`src/hdl/hps_pkg.sv`:
```
// Package for the host:port splitter.
// Holds the parser mode codes, action codes, byte constants and the result struct.
// No dependencies.
package hps_pkg;

    // Default saturation length of the byte position counter.
    localparam int unsigned HPS_MAX_LEN = 4096;

    // Width of the reported error position.
    localparam int unsigned ERR_POS_W = 12;

    // Parser modes.
    localparam logic [2:0] MODE_START   = 3'd0;
    localparam logic [2:0] MODE_HOST    = 3'd1;
    localparam logic [2:0] MODE_PORT    = 3'd2;
    localparam logic [2:0] MODE_BRACKET = 3'd3;
    localparam logic [2:0] MODE_SEP     = 3'd4;
    localparam logic [2:0] MODE_FAILED  = 3'd5;

    // Byte routing actions.
    localparam logic [1:0] ACT_DROP    = 2'd0;
    localparam logic [1:0] ACT_HOST    = 2'd1;
    localparam logic [1:0] ACT_PORT    = 2'd2;
    localparam logic [1:0] ACT_RESTART = 2'd3;

    // Special bytes.
    localparam logic [7:0] CH_LBRACKET = 8'h5B;
    localparam logic [7:0] CH_RBRACKET = 8'h5D;
    localparam logic [7:0] CH_COLON    = 8'h3A;
    localparam logic [7:0] CH_STAR     = 8'h2A;
    localparam logic [7:0] CH_DOT      = 8'h2E;
    localparam logic [7:0] CH_DASH     = 8'h2D;

    // Verdict for one byte.
    typedef struct packed {
        logic [1:0]           action;
        logic                 failed;
        logic [ERR_POS_W-1:0] error_pos;
    } hps_result_t;

    // ASCII letters and digits only.
    function automatic logic is_alnum(input logic [7:0] c);
        return ((c >= 8'h30) && (c <= 8'h39)) ||
               ((c >= 8'h41) && (c <= 8'h5A)) ||
               ((c >= 8'h61) && (c <= 8'h7A));
    endfunction

endpackage

```
`src/hdl/hps_parser.sv`:
```
// Parser state and per-byte decision logic of the host:port splitter.
// Depends on hps_pkg.
module hps_parser
    import hps_pkg::*;
#(
    parameter int unsigned MAX_LEN = HPS_MAX_LEN
) (
    input  logic        aclk,
    input  logic        aresetn,
    input  logic        step,
    input  logic [7:0]  ch,
    input  logic        last,
    output hps_result_t result
);

    localparam int unsigned IDX_W = $clog2(MAX_LEN);
    localparam logic [IDX_W-1:0] IDX_MAX = IDX_W'(MAX_LEN - 1);

    logic [2:0]       mode_reg, mode_next;
    logic [IDX_W-1:0] index_reg, index_next;
    logic             port_ne_reg, port_ne_next;
    logic [IDX_W-1:0] fail_reg, fail_next;

    logic [1:0]             act;
    logic [2:0]             mode_dec;
    logic                   fail_now;
    logic [IDX_W-1:0]       epos;
    logic [IDX_W+ERR_POS_W-1:0] epos_ext;

    // Mode transition and byte routing.
    always_comb begin
        act          = ACT_DROP;
        mode_dec     = mode_reg;
        port_ne_next = port_ne_reg;
        case (mode_reg)
            MODE_START: begin
                if (ch == CH_LBRACKET) begin
                    mode_dec = MODE_BRACKET;
                end else if (is_alnum(ch)) begin
                    mode_dec = MODE_HOST;
                    act      = ACT_HOST;
                end else if (ch == CH_STAR) begin
                    mode_dec = MODE_SEP;
                    act      = ACT_HOST;
                end else begin
                    mode_dec = MODE_FAILED;
                end
            end
            MODE_SEP: begin
                mode_dec = (ch == CH_COLON) ? MODE_PORT : MODE_FAILED;
            end
            MODE_HOST: begin
                if (ch == CH_COLON) begin
                    mode_dec = MODE_PORT;
                end else if (is_alnum(ch) || ch == CH_DOT || ch == CH_DASH) begin
                    act = ACT_HOST;
                end else begin
                    mode_dec = MODE_FAILED;
                end
            end
            MODE_BRACKET: begin
                if (ch == CH_RBRACKET) begin
                    mode_dec = MODE_SEP;
                end else if (is_alnum(ch) || ch == CH_COLON || ch == CH_DOT ||
                             ch == CH_DASH) begin
                    act = ACT_HOST;
                end else begin
                    mode_dec = MODE_FAILED;
                end
            end
            MODE_PORT: begin
                if (is_alnum(ch)) begin
                    act          = ACT_PORT;
                    port_ne_next = 1'b1;
                end else if (ch == CH_STAR) begin
                    act          = ACT_RESTART;
                    port_ne_next = 1'b1;
                end else begin
                    mode_dec = MODE_FAILED;
                end
            end
            default: begin
                mode_dec = MODE_FAILED;
            end
        endcase
    end

    // Failure position capture and the verdict for this byte.
    always_comb begin
        fail_next = fail_reg;
        if (mode_reg < MODE_FAILED && mode_dec == MODE_FAILED) begin
            fail_next = index_reg;
        end
        fail_now = (mode_dec == MODE_FAILED);
        epos     = fail_now ? fail_next : '0;
        if (last && !fail_now) begin
            if (mode_dec == MODE_BRACKET || (mode_dec == MODE_PORT && !port_ne_next)) begin
                fail_now = 1'b1;
                epos     = index_reg;
            end
        end
    end

    assign epos_ext         = {{ERR_POS_W{1'b0}}, epos};
    assign result.action    = act;
    assign result.failed    = fail_now;
    assign result.error_pos = epos_ext[ERR_POS_W-1:0];

    // Saturating byte position.
    assign index_next = (index_reg < IDX_MAX) ? index_reg + 1'b1 : index_reg;

    // State update; the last byte returns everything to its reset values.
    always_ff @(posedge aclk) begin
        if (!aresetn) begin
            mode_reg    <= MODE_START;
            index_reg   <= '0;
            port_ne_reg <= 1'b0;
            fail_reg    <= '0;
        end else if (step) begin
            if (last) begin
                mode_reg    <= MODE_START;
                index_reg   <= '0;
                port_ne_reg <= 1'b0;
                fail_reg    <= '0;
            end else begin
                mode_reg    <= mode_dec;
                index_reg   <= index_next;
                port_ne_reg <= port_ne_next;
                fail_reg    <= fail_next;
            end
        end
    end

endmodule

```
`src/hdl/host_port_splitter_core.sv`:
```
// Top level of the host:port splitter: input register, parser, result register.
// Depends on hps_pkg and hps_parser.

// Takes a host:port or [host]:port string one byte per transfer, with tlast on
// the final byte, and returns one result per byte: where the byte goes, the
// running failure flag and the position of the first bad byte; the result for
// the last byte carries tlast and the final verdict. The block sustains one
// byte per clock cycle while the result side is not stalled; a byte passes
// through the input register and then the result register, and the only loop
// is the parser mode and position update. Both registers keep accepting
// while the downstream side is stalled until they are full.
module host_port_splitter_core
    import hps_pkg::*;
#(
    parameter int unsigned MAX_LEN = HPS_MAX_LEN
) (
    input  logic        aclk,
    input  logic        aresetn,
    // Input bytes.
    input  logic        s_axis_tvalid,
    output logic        s_axis_tready,
    input  logic [7:0]  s_axis_tdata,   // [7:0] ch
    input  logic        s_axis_tlast,   // last
    // Results.
    output logic        m_axis_tvalid,
    input  logic        m_axis_tready,
    output logic [15:0] m_axis_tdata,   // [1:0] action, [2] failed, [14:3] error_pos, [15] zero
    output logic        m_axis_tlast    // final_res
);

    logic       in_valid_reg;
    logic [7:0] ch_reg;
    logic       last_reg;

    logic        out_valid_reg;
    hps_result_t res_reg;
    logic        final_reg;

    hps_result_t res;
    logic        step;

    // The parser advances when a held byte can move into the result register.
    assign step          = in_valid_reg && (!out_valid_reg || m_axis_tready);
    assign s_axis_tready = !in_valid_reg || step;

    // Input register.
    always_ff @(posedge aclk) begin
        if (!aresetn) begin
            in_valid_reg <= 1'b0;
        end else if (s_axis_tready) begin
            in_valid_reg <= s_axis_tvalid;
        end
    end

    always_ff @(posedge aclk) begin
        if (s_axis_tvalid && s_axis_tready) begin
            ch_reg   <= s_axis_tdata;
            last_reg <= s_axis_tlast;
        end
    end

    hps_parser #(
        .MAX_LEN(MAX_LEN)
    ) u_parser (
        .aclk    (aclk),
        .aresetn (aresetn),
        .step    (step),
        .ch      (ch_reg),
        .last    (last_reg),
        .result  (res)
    );

    // Result register.
    always_ff @(posedge aclk) begin
        if (!aresetn) begin
            out_valid_reg <= 1'b0;
        end else if (step) begin
            out_valid_reg <= 1'b1;
        end else if (m_axis_tready) begin
            out_valid_reg <= 1'b0;
        end
    end

    always_ff @(posedge aclk) begin
        if (step) begin
            res_reg   <= res;
            final_reg <= last_reg;
        end
    end

    assign m_axis_tvalid = out_valid_reg;
    assign m_axis_tdata  = {1'b0, res_reg.error_pos, res_reg.failed, res_reg.action};
    assign m_axis_tlast  = final_reg;

endmodule

```
`config.mk`:
```
export PLATFORM = sky130hd
export DESIGN_NAME = host_port_splitter_core
export DESIGN_NICKNAME = d
export VERILOG_FILES = /design/src/hdl/hps_pkg.sv /design/src/hdl/hps_parser.sv /design/src/hdl/host_port_splitter_core.sv
export SDC_FILE = /design/constraint.sdc
export NUM_CORES = 1
export LEC_CHECK = 0
export BUFFER_PORTS_ARGS = -buffer_cell sky130_fd_sc_hd__buf_2
export CAP_MARGIN = 20
export CORE_MARGIN = 2
export CORE_UTILIZATION = 50
export DETAILED_ROUTE_END_ITERATION = 8
export PLACE_DENSITY = 0.7
export SETUP_SLACK_MARGIN = 0.1
export SLEW_MARGIN = 0
export SYNTH_ARGS = -nofsm -noshare
export SYNTH_HDL_FRONTEND = slang
export SYNTH_HIERARCHICAL = 1
export SYNTH_SLANG_ARGS = --single-unit
```
`constraint.sdc`:
```
create_clock -name aclk -period 3.4 [get_ports aclk]
set_input_delay 0.17 -clock aclk [delete_from_list [all_inputs] [get_ports aclk]]
set_output_delay 0.17 -clock aclk [all_outputs]
set_load 0.1 [all_outputs]
```
==> run metrics <==
outcome=completed; Hold WS=44.29 ps; die width=79.70 um; Worst setup EP type=register; Overall Global Routing Usage=19.27%; ys flop type=dfxtp_1; die area=6352 um2; Final Util=57.44%; RePlAce Congestion=0.8531; P&R area growth vs syn=10.39%; Power Internal=0.001042 W; top-count cell post-synth=dfxtp_1; Root Driver=clkbuf_8; Post-route DRC=0; ant diodes=0; hold buffers post-CTS=0; max reg flops=15; share of layout cells above drive strength 1=23.61%; Setup Buffers After CTS=0; leakage=1.187 nW; Critical Path Source Type=register; Synth Warn #=6; critical path data arrival time=3050 ps; Antenna Nets Post-Route=0; ranking of synthesized cells by area=edfxtp_1 26%, dfxtp_1 21%, a221o_1 4.5%; fmax=356.1 MHz; number of flops mapped to enable cells by yosys=25; clock network fraction of total power=35.7%; Inst Count DP=369; htree depth=2; Die Y=79.70 um; average size of a mapped cell=10.27 um2; Final Critical Period=2808 ps; Sw Ratio=25.07%; Clock Latency Late Sink=300 ps; sequential power share=52.3%; Synth top area share=26.20%; switching power=0.0003487 W; maximum root-to-sink buffer count=2; final net count=318; starting DRC count in detailed routing=165; worst-path fanout max=17; RSZ-0062 raised after global routing=no; Non-Filler Instances=377; relative slew slack=48.54%; row cnt=27; combinational power share=12.0%; First-pass DRT Iterations=4; Synth top cells by count=30 x dfxtp_1, 25 x edfxtp_1, 24 x nand2_1; clock tree skew after final layout=13.68 ps; Least-Margin Pin Slew=771.9 ps; largest net degree at the start of global routing=25; Post-CTS Resized=0; Final period util=82.59%; CTS tree=yes; Setup-failing EPs final=0; Vias/cell=5.645; sequential area share after synthesis=47.16%; WS Path Type=reg2reg; via count=2128; fill count=470; Mapped Area=2865 um2; Async S/R FF share, synth=0%; HP Class=in2reg; Ports=32; Core Box Area=5507 um2; max cap viols=0; FF+latch count, synth=55; initial antenna violation count=0; vias in the first global route=1975; TNS Setup=0 ps; Synth Instances=279; area leader, netlist=edfxtp_1; PortBufs=30; Final Max Slew Viols=0; CTS Sinks=55; Routed WL=5.582 mm; total grt overflow=0; Synth cell types=52; HPWL after detailed placement=4.039 mm; routed len/inst=14.81 um; Req. time, crit path=3640 ps; Starting Density=52.03%; PD cells=439.8 nW/um2; Peak VDD IR=0.0002672 V; Final Hold Fails=0; CTS Buf Count=5; Mapped Nets=293; first-pass GRT wire length=9.611 mm; Reg clk slew, reported paths=80 ps
[layer usage]
layer  track usage [%]  wire length (um)
met1             28.76              2767
met2             27.82              2408
met3             4.299               332
met4             5.690                73
met5                 0                 0
[critical path, cell delays in order (launching register included)]
cell	delay (ps)
edfxtp_1	460
or4_4	570
o211ai_2	190
nor3b_1	100
o31ai_4	670
and3_1	550
a221o_1	220
[stage by stage]
stage               power (W)  area [um2]  setup slack [ps]
CTS                  0.001402        3163             581.7
global placement    0.0009079        3030             648.3
finish               0.001391        3163             591.9
detailed placement  0.0009095        3030             615.6
floorplan           0.0008828        2865             430.6
global route         0.001439        3163             364.7
[final timing paths]
| kind | start | end | slack (ps) | cells after the start |
|---|---|---|---|---|
| min reg2reg | u_parser/port_ne_reg | u_parser/port_ne_reg | 490 | 2 |
| max | ch_reg[0] | u_parser/fail_reg[11] | 590 | 6 |
| max reg2reg | ch_reg[0] | u_parser/fail_reg[11] | 590 | 6 |
| min | s_axis_tdata[0] | ch_reg[0] | 40 | 1 |
[area by class of cell]
| type | instances | area [um2] | area share (%) |
|---|---|---|---|
| Timing Repair Buffer | 35 | 187.7 | 5.934 |
| Inverter | 18 | 67.56 | 2.136 |
| Tap cell | 72 | 90.09 | 2.848 |
| Multi-Input combinational cell | 189 | 1334 | 42.17 |
| Sequential cell | 55 | 1351 | 42.72 |
| Clock buffer | 6 | 72.57 | 2.294 |
| Clock inverter | 2 | 60.06 | 1.899 |
[cells in the final DEF (no fill, tap or decap), drive strengths merged, types with 3 or more instances in the layout]
cell,netlist,layout
nor2,21,21
nand2b,3,3
o211ai,13,13
edfxtp,25,25
o21ai,6,6
buf,11,35
a221o,13,13
clkbuf,6,6
nand2,24,24
or4,3,3
xnor2,9,9
a21oi,12,12
nand3,7,7
nor3,4,4
and3,15,15
nand4,15,15
dfxtp,30,30
inv,18,18
nor2b,7,7
o21a,4,4
[power by group through the flow]
stage / combinational (W) / clock, W / sequential, W
CTS: 0.000168 / 0.000507 / 0.000727
global placement: 0.000167 / 0 / 0.000741
global route: 0.000178 / 0.000531 / 0.000730
floorplan: 0.0000791 / 0 / 0.000804
detailed placement: 0.000168 / 0 / 0.000742
finish: 0.000167 / 0.000497 / 0.000727
[logic make-up after synthesis]
logic type	count (synthesis)	synth area share (%)
xor+xnor	9	2.751
fa+ha+maj	1	0.4366
other cells	1	0.1309
buf+inv	35	6.375
flops	55	47.16
simple gates	113	22.31
compound gates	65	20.83
(Power assumes the default switching activity.)
